<file path="src/hdl/ipv4dbl_pkg.sv">
// shared types and constants for the ipv4 destination blocklist
// no dependencies; imported by the cell, the top level and the checker
package ipv4dbl_pkg;

  localparam int ENTRIES_DEF = 64;
  localparam int ADDR_W      = 32;
  localparam int MODE_W      = 2;
  localparam int STATUS_W    = 2;
  localparam int COUNT_OUT_W = 7;
  localparam int GRP_W       = 32;
  localparam int OUT_DATA_W  = 16;

  localparam logic [MODE_W-1:0] MODE_LOOKUP = 2'd0;
  localparam logic [MODE_W-1:0] MODE_ADD    = 2'd1;
  localparam logic [MODE_W-1:0] MODE_REMOVE = 2'd2;

  localparam logic [STATUS_W-1:0] STATUS_DONE = 2'd0;
  localparam logic [STATUS_W-1:0] STATUS_ZERO = 2'd1;
  localparam logic [STATUS_W-1:0] STATUS_FULL = 2'd2;

  // broadcast from the controller to every cell
  typedef struct packed {
    logic [ADDR_W-1:0] key;
    logic              add_go;
    logic              start_pull;
  } cell_ctl_t;

endpackage

</file>
<file path="src/hdl/ipv4dbl_cell.sv">
// one slot of the blocklist chain: stored address, match flag, pull token
// depends on ipv4dbl_pkg
module ipv4dbl_cell #(
  parameter int IDX = 0,
  parameter int CW  = 7
) (
  input  logic                           clk,
  input  logic                           rst_n,
  input  ipv4dbl_pkg::cell_ctl_t         ctl,
  input  logic [CW-1:0]                  count,
  input  logic [ipv4dbl_pkg::ADDR_W-1:0] nbr_data,
  input  logic                           pull_in,
  output logic [ipv4dbl_pkg::ADDR_W-1:0] data,
  output logic                           pull_out,
  output logic                           match
);
  import ipv4dbl_pkg::*;

  localparam logic [CW-1:0] MY_IDX = CW'(IDX);

  logic [ADDR_W-1:0] data_r;
  logic              pull_r;
  logic              match_r;

  // an add writes the key into the slot at the count; data moves down one slot while the removal token passes this cell
  always_ff @(posedge clk) begin
    if (ctl.add_go && (count == MY_IDX)) begin
      data_r <= ctl.key;
    end else if (pull_r) begin
      data_r <= nbr_data;
    end
  end

  always_ff @(posedge clk) begin
    if (!rst_n) begin
      pull_r  <= 1'b0;
      match_r <= 1'b0;
    end else begin
      pull_r  <= ctl.start_pull ? match_r : pull_in;
      match_r <= (count > MY_IDX) && (data_r == ctl.key);
    end
  end

  assign data     = data_r;
  assign pull_out = pull_r;
  assign match    = match_r;

endmodule

</file>
<file path="src/hdl/ipv4_destination_blocklist_top.sv">
// IPv4 destination blocklist: a chain of address cells and its controller
// depends on ipv4dbl_pkg and ipv4dbl_cell
//
// usage:
//   input channel in_*: one transfer per command; in_tuser holds the mode
//   (lookup, add, remove), in_tdata the address. result channel out_*: one
//   transfer per command with hit, status and the entry count after it.
//   every cell compares the address at once; the match flags are OR-ed in
//   a two-level tree whose first level is registered.
//   a command passes the compare, group, decide and output states; the
//   result is registered in the output state. a remove that hits then
//   enters a shift state while a token walks the chain one cell per
//   cycle, pulling every entry above the freed slot down by one.
//   in_tready is high only while the block waits for a command.
//   reset clears the entry count, the output valid flag and the controller;
//   the table contents are not cleared, slots at or above the count are
//   never compared.
//   when out_tready is low the finished result sits in the output register
//   and the controller waits for it to drain before loading the next one.
module ipv4_destination_blocklist_top #(
  parameter int ENTRIES = ipv4dbl_pkg::ENTRIES_DEF
) (
  input  logic                               clk,
  input  logic                               rst_n,
  input  logic                               in_tvalid,
  output logic                               in_tready,
  // [31:0] address
  input  logic [ipv4dbl_pkg::ADDR_W-1:0]     in_tdata,
  // [1:0] mode
  input  logic [ipv4dbl_pkg::MODE_W-1:0]     in_tuser,
  output logic                               out_tvalid,
  input  logic                               out_tready,
  // [0] hit, [2:1] status, [9:3] entry_count, [15:10] zero
  output logic [ipv4dbl_pkg::OUT_DATA_W-1:0] out_tdata
);
  import ipv4dbl_pkg::*;

  localparam int CW   = $clog2(ENTRIES + 1);
  localparam int NGRP = (ENTRIES + GRP_W - 1) / GRP_W;
  localparam int PADW = NGRP * GRP_W;
  localparam int PADZ = OUT_DATA_W - 1 - STATUS_W - COUNT_OUT_W;

  typedef enum logic [2:0] {
    S_IDLE,
    S_CMP,
    S_GRP,
    S_DEC,
    S_OUT,
    S_SHIFT
  } state_t;

  state_t                  state_r;
  logic [ADDR_W-1:0]       key_r;
  logic [MODE_W-1:0]       mode_r;
  logic [CW-1:0]           count_r;
  logic [CW-1:0]           count_nxt;
  logic [CW-1:0]           shift_cnt_r;
  logic [NGRP-1:0]         grp_r;
  logic [NGRP-1:0]         grp_nxt;
  logic                    res_hit_r;
  logic                    res_hit_nxt;
  logic [STATUS_W-1:0]     res_status_r;
  logic [STATUS_W-1:0]     res_status_nxt;
  logic                    shift_pend_r;
  logic                    out_tvalid_r;
  logic [OUT_DATA_W-1:0]   out_tdata_r;
  logic                    load_out;
  logic                    add_go;
  logic                    start_pull;
  logic                    hit_any;
  cell_ctl_t               ctl;

  logic [ENTRIES-1:0]      match_v;
  logic [ENTRIES-1:0]      pull_v;
  logic [ADDR_W-1:0]       data_v [ENTRIES];
  logic [PADW-1:0]         match_pad;

  assign ctl.key        = key_r;
  assign ctl.add_go     = add_go;
  assign ctl.start_pull = start_pull;

  for (genvar i = 0; i < ENTRIES; i++) begin : g_cell
    logic [ADDR_W-1:0] nbr;
    logic              pin;
    if (i == ENTRIES - 1) begin : g_top
      assign nbr = data_v[i];
    end else begin : g_mid
      assign nbr = data_v[i+1];
    end
    if (i == 0) begin : g_first
      assign pin = 1'b0;
    end else begin : g_rest
      assign pin = pull_v[i-1];
    end
    ipv4dbl_cell #(
      .IDX (i),
      .CW  (CW)
    ) u_cell (
      .clk      (clk),
      .rst_n    (rst_n),
      .ctl      (ctl),
      .count    (count_r),
      .nbr_data (nbr),
      .pull_in  (pin),
      .data     (data_v[i]),
      .pull_out (pull_v[i]),
      .match    (match_v[i])
    );
  end

  // first level of the match tree
  assign match_pad = PADW'(match_v);
  for (genvar g = 0; g < NGRP; g++) begin : g_grp
    assign grp_nxt[g] = |match_pad[g*GRP_W +: GRP_W];
  end

  assign hit_any = |grp_r;

  // the output register takes a new result when it is empty or draining
  assign load_out = (state_r == S_OUT) && (!out_tvalid_r || out_tready);

  always_comb begin
    res_hit_nxt    = hit_any;
    res_status_nxt = STATUS_DONE;
    count_nxt      = count_r;
    add_go         = 1'b0;
    start_pull     = 1'b0;
    if ((state_r == S_DEC) && ((mode_r == MODE_ADD) || (mode_r == MODE_REMOVE))) begin
      if (key_r == '0) begin
        res_status_nxt = STATUS_ZERO;
        res_hit_nxt    = 1'b0;
      end else if (mode_r == MODE_ADD) begin
        if (!hit_any) begin
          if (count_r < CW'(ENTRIES)) begin
            add_go    = 1'b1;
            count_nxt = count_r + 1'b1;
          end else begin
            res_status_nxt = STATUS_FULL;
          end
        end
      end else if (hit_any) begin
        start_pull = 1'b1;
        count_nxt  = count_r - 1'b1;
      end
    end
  end

  always_ff @(posedge clk) begin
    if (!rst_n) begin
      state_r      <= S_IDLE;
      count_r      <= '0;
      shift_cnt_r  <= '0;
      shift_pend_r <= 1'b0;
      out_tvalid_r <= 1'b0;
    end else begin
      if (load_out) begin
        out_tvalid_r <= 1'b1;
      end else if (out_tvalid_r && out_tready) begin
        out_tvalid_r <= 1'b0;
      end
      unique case (state_r)
        S_IDLE: begin
          if (in_tvalid) begin
            key_r   <= in_tdata;
            mode_r  <= in_tuser;
            state_r <= S_CMP;
          end
        end
        S_CMP: begin
          state_r <= S_GRP;
        end
        S_GRP: begin
          grp_r   <= grp_nxt;
          state_r <= S_DEC;
        end
        S_DEC: begin
          count_r      <= count_nxt;
          res_hit_r    <= res_hit_nxt;
          res_status_r <= res_status_nxt;
          shift_pend_r <= start_pull;
          state_r      <= S_OUT;
        end
        S_OUT: begin
          if (load_out) begin
            out_tdata_r  <= {PADZ'(0), COUNT_OUT_W'(count_r), res_status_r, res_hit_r};
            if (shift_pend_r) begin
              shift_cnt_r <= CW'(ENTRIES);
              state_r     <= S_SHIFT;
            end else begin
              state_r <= S_IDLE;
            end
          end
        end
        S_SHIFT: begin
          shift_cnt_r <= shift_cnt_r - 1'b1;
          if (shift_cnt_r == CW'(1)) begin
            state_r <= S_IDLE;
          end
        end
        default: begin
          state_r <= S_IDLE;
        end
      endcase
    end
  end

  assign in_tready  = (state_r == S_IDLE);
  assign out_tvalid = out_tvalid_r;
  assign out_tdata  = out_tdata_r;

endmodule

</file>
<file path="config.mk">
export PLATFORM = sky130hd
export DESIGN_NAME = ipv4_destination_blocklist_top
export DESIGN_NICKNAME = d
export VERILOG_FILES = /design/src/hdl/ipv4dbl_pkg.sv /design/src/hdl/ipv4dbl_cell.sv /design/src/hdl/ipv4_destination_blocklist_top.sv
export SDC_FILE = /design/constraint.sdc
export NUM_CORES = 2
export LEC_CHECK = 0
export BUFFER_PORTS_ARGS = -buffer_cell sky130_fd_sc_hd__buf_2
export CAP_MARGIN = 25
export CORE_ASPECT_RATIO = 1.25
export CORE_MARGIN = 10
export CORE_UTILIZATION = 25
export CTS_BUF_LIST = sky130_fd_sc_hd__clkbuf_16
export DETAILED_ROUTE_END_ITERATION = 8
export PLACE_DENSITY = 0.49
export SYNTH_ARGS = -nofsm -noshare
export SYNTH_HDL_FRONTEND = slang
export SYNTH_HIERARCHICAL = 1
export SYNTH_SLANG_ARGS = --single-unit
</file>
<file path="constraint.sdc">
create_clock -name clk -period 32.9 [get_ports clk]
set_input_delay 3.29 -clock clk [delete_from_list [all_inputs] [get_ports clk]]
set_output_delay 3.29 -clock clk [all_outputs]
set_load 0.01 [all_outputs]
</file>
* Word-level counts from Yosys, hierarchy flattened *
Cells that the tools add are included.

word-level totals
  bits in registers = 2,243
  input port bits = 38
  output and inout port bits = 18
  word-level logic and storage cells = 847

cells by class
  add/subtract/negate cells = 3
  magnitude comparators = 65
  equal/unequal tests = 140
  muxes and demuxes = 217
  bitwise operators = 3
  reduce and logical (&&, ||, !) cells = 216

operators by type and width
  kind                   number
  $mux W32               126
  $eq A32 B32 Y1         64
  $eq A7 B6 Y1 const B   32
  $gt A7 B6 Y1 const B   32
  $reduce_bool A2 Y1     67
  $logic_and A1 B1 Y1    131
  $eq A7 B5 Y1 const B   16
  $gt A7 B5 Y1 const B   16
  $mux W1                78
  $reduce_or A32 Y1      2
  $eq A7 B4 Y1 const B   8
  $gt A7 B4 Y1 const B   8
  $mux W7                6
  $logic_not A32 Y1      1
  $eq A7 B3 Y1 const B   4
  $gt A7 B3 Y1 const B   4
  $pmux W3 S6            1
  $eq A7 B1 Y1 const B   2
  $eq A7 B2 Y1 const B   2
  $gt A7 B1 Y1 const B   2
  $gt A7 B2 Y1 const B   2
  $pmux W7 S2            1
  $sub A7 B1 Y7 const B  2
  $mux W3                4
  19 further kinds       33

* Logic depth before layout (Yosys ltp) *
  depth after elaboration = 8
  gate-level depth with buffers = 13
  depth with buffers taken out = 10

* Least setup slack after synthesis *
No wires, ideal clock.

  kind = register to register
  from = register key_r[24]
  to = register g_cell[6].u_cell.data_r[0], enable pin
  setup time = 0.390 ns
  data arrival time = 11.428 ns
  required time = 32.510 ns
  path slack = 21.082 ns
  cell stages (with the launch flop) = 11
  path buffers = 1
  period minus slack after synthesis = 11.818 ns
  cells stage by stage = edfxtp_1 nor4_1 nand2_1 nor4_4 nor2_1 nand2_1 nor3_1 nand4b_1 nor2_8 buf_6 or2_1

on the way
  longest elaborated chain between the ends = 5

RTL lines
  item                                 RTL line                               RTL
  from (decl)                          ipv4_destination_blocklist_top.sv:53   logic [ADDR_W-1:0] key_r;
  from (signal assigned)               ipv4_destination_blocklist_top.sv:164  key_r <= in_tdata;
  $logic_not A32 Y1                    ipv4_destination_blocklist_top.sv:129  if (key_r == '0) begin
  $mux W1                              ipv4_destination_blocklist_top.sv:129
  $mux W1                              ipv4_destination_blocklist_top.sv:128  if ((state_r == S_DEC) && ((mode_r == MODE_ADD) || (mode_r == MODE_REMOVE))) begin
  named net add_go                     ipv4_destination_blocklist_top.sv:68   logic add_go;
  $logic_and A1 B1 Y1                  ipv4dbl_cell.sv:27                     if (ctl.add_go && (count == MY_IDX)) begin
  $reduce_bool A2 Y1 (no source line)  --
  to (signal assigned)                 ipv4dbl_cell.sv:28                     data_r <= ctl.key;
  to (signal assigned)                 ipv4dbl_cell.sv:30                     data_r <= nbr_data;
  to (decl)                            ipv4dbl_cell.sv:21                     logic [ADDR_W-1:0] data_r;

The timed path passes the listed nets, and every way through them passes these cells.
A chain may end at the register's enable or synchronous reset.

* Worst setup path after layout *
  from = register key_r[2]
  to = register g_cell[29].u_cell.data_r[14], enable pin

on the way
  longest elaborated chain between the ends = 5

RTL lines
  item                                 RTL line
  $logic_not A32 Y1                    ipv4_destination_blocklist_top.sv:129
  $mux W1                              ipv4_destination_blocklist_top.sv:129
  $mux W1                              ipv4_destination_blocklist_top.sv:128
  named net add_go                     ipv4_destination_blocklist_top.sv:68
  $logic_and A1 B1 Y1                  ipv4dbl_cell.sv:27
  $reduce_bool A2 Y1 (no source line)  --
  to (signal assigned)                 ipv4dbl_cell.sv:28
  to (signal assigned)                 ipv4dbl_cell.sv:30
  to (decl)                            ipv4dbl_cell.sv:21

The timed path passes the listed nets, and every way through them passes these cells.

==> impl_metrics.env <==
export IMPL_cts_setup_buffers=0
export IMPL_synth_simple_area_share=0.06686
export IMPL_outcome="finished clean"
export IMPL_hp_class="reg -> reg"
export IMPL_synth_compound_area_share=0.006324
export IMPL_ys_seq_elements=2244
export IMPL_num_rows=289
export IMPL_max_slew_worst_pin_slew_ns=1.042
export IMPL_gp_congestion=0.8374
export IMPL_ant_nets=0
export IMPL_arrival_ns=6.03
export IMPL_vias_per_cell=4.635
export IMPL_synth_main_ff_cell="edfxtp_1"
export IMPL_routedWlPerCell_um=26.54
export IMPL_die_x_um=650.6
export IMPL_synth_edf_count=2097
export IMPL_synthMuxAreaShare=0.2288
export IMPL_die_y_um=808.2
export IMPL_endpoint_kind="register"
export IMPL_track_usage=0.1452
export IMPL_finalHoldViolCount=0
export IMPL_grt_overflow=0
export IMPL_p_leak_uw=0.05055
export IMPL_numPlacedInstances=14620
export IMPL_slew_violations=0
export IMPL_initialDrtViolationCount=5493
export IMPL_rsz0062_at_grt="no"
export IMPL_fin_tns_setup_ns=0
export IMPL_grt_antenna_before_repair=30
export IMPL_clk_pin_slew_ns=0.06
export IMPL_core_area_um2=495400
export IMPL_grt_pass1_wl_um=565600
export IMPL_synth_warnings=6
export IMPL_clkSinkCount=2244
export IMPL_grt_busiest_layer="met2"
export IMPL_ys_seq_area_frac=0.5305
export IMPL_drive_above_1_share=0.3277
export IMPL_async_flop_share=0
export IMPL_gr_usage_met3=0.01936
export IMPL_crit_fanout=34
export IMPL_place_hpwl_um=263400
export IMPL_vias=70030
export IMPL_synth_xor_area_frac=0.1448
export IMPL_synth_adder_area_share=0.0009063
export IMPL_power_density_nw_per_um2=44.82
export IMPL_path_class="reg -> reg"
export IMPL_clk_latency_ns=0.95
export IMPL_worstPathRequired_ns=33.51
export IMPL_synthDistinctLibCells=93
export IMPL_peakVddDrop_mv=0.04165
export IMPL_io_buffers=49
export IMPL_relSlewSlack=0.3027
export IMPL_dieArea_um2=525800
export IMPL_grt_start_max_net_pins=84
export IMPL_finalSetupViolations=0
export IMPL_finalNetCount=8383
export IMPL_fin_crit_sh=0.1648
export IMPL_initial_core_util=0.2508
export IMPL_drt_first_pass_iters=6
export IMPL_io_pins=56
export IMPL_cts_max_path_buffers=4
export IMPL_skew_ns=0.06152
export IMPL_routed_wl_um=400900
export IMPL_cts_tree="yes"
export IMPL_synth_area_per_cell_um2=15.51
export IMPL_grt_util_met2=0.2628
export IMPL_worst_setup_path_start_kind="register"
export IMPL_numCtsBuffers=247
export IMPL_grt_pass1_vias=74340
export IMPL_htree_num_levels=4
export IMPL_area_delta_synth_final_pct=13.13
export IMPL_synth_top_family_by_area="multiplexers"
export IMPL_syn_area_um2=124200
export IMPL_postCtsHoldBufs=0
export IMPL_synthCells=8009
export IMPL_finalNonFillerCells=15110
export IMPL_fin_crit_ns=5.421
export IMPL_drc=0
export IMPL_fmax_mhz=184.5
export IMPL_max_cap_violations=0
export IMPL_grt_met1_usage=0.1748
export IMPL_cts_root_buf="clkbuf_16"
export IMPL_cts_resized=0
-- Yosys cell counts, types with 21 or more instances --
| library cell | instances | share of area |
|---|---|---|
| edfxtp_1 | 2097 | 0.51 |
| xor2_1 | 1711 | 0.12 |
| mux2_4 | 1247 | 0.15 |
| mux2_2 | 733 | 0.066 |
| nor4_1 | 464 | 0.023 |
| xnor2_1 | 343 | 0.024 |
| buf_6 | 170 | 0.015 |
| dfxtp_1 | 147 | 0.024 |
| nand4_1 | 140 | 0.0070 |
| nand3_1 | 93 | 0.0037 |
| nor3_1 | 79 | 0.0032 |
| nor2b_1 | 69 | 0.0035 |
| mux2_1 | 68 | 0.0062 |
| mux2i_1 | 68 | 0.0055 |
| nor2_1 | 60 | 0.0018 |
| nand2_1 | 59 | 0.0018 |
| nand2b_1 | 48 | 0.0024 |
| a21oi_1 | 31 | 0.0012 |
| buf_12 | 31 | 0.0050 |
| nand4b_1 | 25 | 0.0018 |
| or2_2 | 25 | 0.0013 |
| inv_1 | 21 | 0.00063 |
| o21ai_0 | 21 | 0.00085 |
-- metal layers --
| metal | wire length, um | vias up | share of wire |
|---|---|---|---|
| met5 | 82 | - | 0.00020 |
| met4 | 16420 | 12 | 0.041 |
| met3 | 18560 | 703 | 0.046 |
| met2 | 203900 | 2012 | 0.51 |
| met1 | 162000 | 36340 | 0.40 |
| li1 | - | 30970 | - |
-- placed cells by master, fill, tap and decap left out, types with 16 or more instances in the layout --
master and count:
nor4_4 16, buf_4 192, mux2_1 68, a21oi_1 31, mux2_4 1247, inv_1 54, nor4_1 463, nand3_1 93
nand4b_1 25, dfxtp_1 140, mux2_2 733, nor2b_1 69, buf_12 40, clkinv_2 41, bufinv_16 24, xnor2_1 343
xor2_1 1711, nor3_1 77, buf_2 49, or2_2 29, nand2_2 19, nor2_1 59, nand2_1 59, mux2i_1 68
o21ai_0 21, edfxtp_1 2097, clkbuf_16 256, clkinv_1 60, nand2b_1 48, diode_2 20, nand4_1 140
-- metrics by stage --
stage	area [um2]	utilization	power [uW]	setup slack, ns	hold WS, ns
finish	140600	0.2838	6301	27.48	0.4251
global route	140500	0.2837	6497	27.34	0.4374
CTS	140200	0.2831	6373	27.53	0.4263
detailed placement	132200	0.2669	3561	27.34	0.4125
global placement	132100	0.2667	3561	26.92	0.4214
floorplan	124300	-	3379	21.08	0.4003
-- where the power goes --
| group | total [uW] | switching (uW) | internal, uW |
|---|---|---|---|
| combinational | 409 | 297 | 113 |
| sequential | 3090 | 9.51 | 3080 |
| clock | 2800 | 1210 | 1590 |
| total | 6300 | 1510 | 4790 |
-- logic make-up after synthesis --
family	Yosys count
compound gates	114
xor+xnor	2054
simple gates	1236
other cells	1
flops	2244
mux	2116
buf+inv	235
fa+ha+maj	9
-- cell type report --
cell class	instances	area [um2]
Sequential cell	2244	65940
Tap cell	6547	8192
Antenna cell	20	50.05
Multi-Input combinational cell	5536	55690
Clock buffer	256	6406
Fill cell	49830	354800
Clock inverter	199	1620
Timing Repair Buffer	286	2595
Inverter	21	78.83
-- final timing paths --
check                                startpoint  depth (start not counted)                    endpoint  slack, ns
worst max-delay path                   key_r[2]                         12  g_cell[29].u_cell/data[14]      27.48
worst min-delay path            res_status_r[0]                          0                out_tdata[1]       0.43
worst max register to register         key_r[2]                         12  g_cell[29].u_cell/data[14]      27.48
worst min register to register  res_status_r[0]                          0                out_tdata[1]       0.43
-- sequential cells by signal, indices dropped and copies added, names as in the netlist --
name	cells
count_r	7
g_cell.u_cell/data	2048
g_cell.u_cell/match	64
g_cell.u_cell/pull_out	64
grp_r	2
key_r	32
mode_r	2
out_tdata	10
out_tvalid	1
res_hit_r	1
res_status_r	2
shift_cnt_r	7
shift_pend_r	1
state_r	3
-- worst max-delay path, stage by stage (launching register included) --
cell and delay [ns]:
edfxtp_1 0.33, buf_4 0.58, nor4_1 0.17, nand2_1 0.21
nor4_4 0.12, nor2_1 0.22, nand2_1 0.13, nor3_2 0.39
buf_4 0.83, nor4b_4 0.39, nand3_4 0.52, nand2b_1 0.74
buf_4 0.40
(Power assumes the default switching activity.)
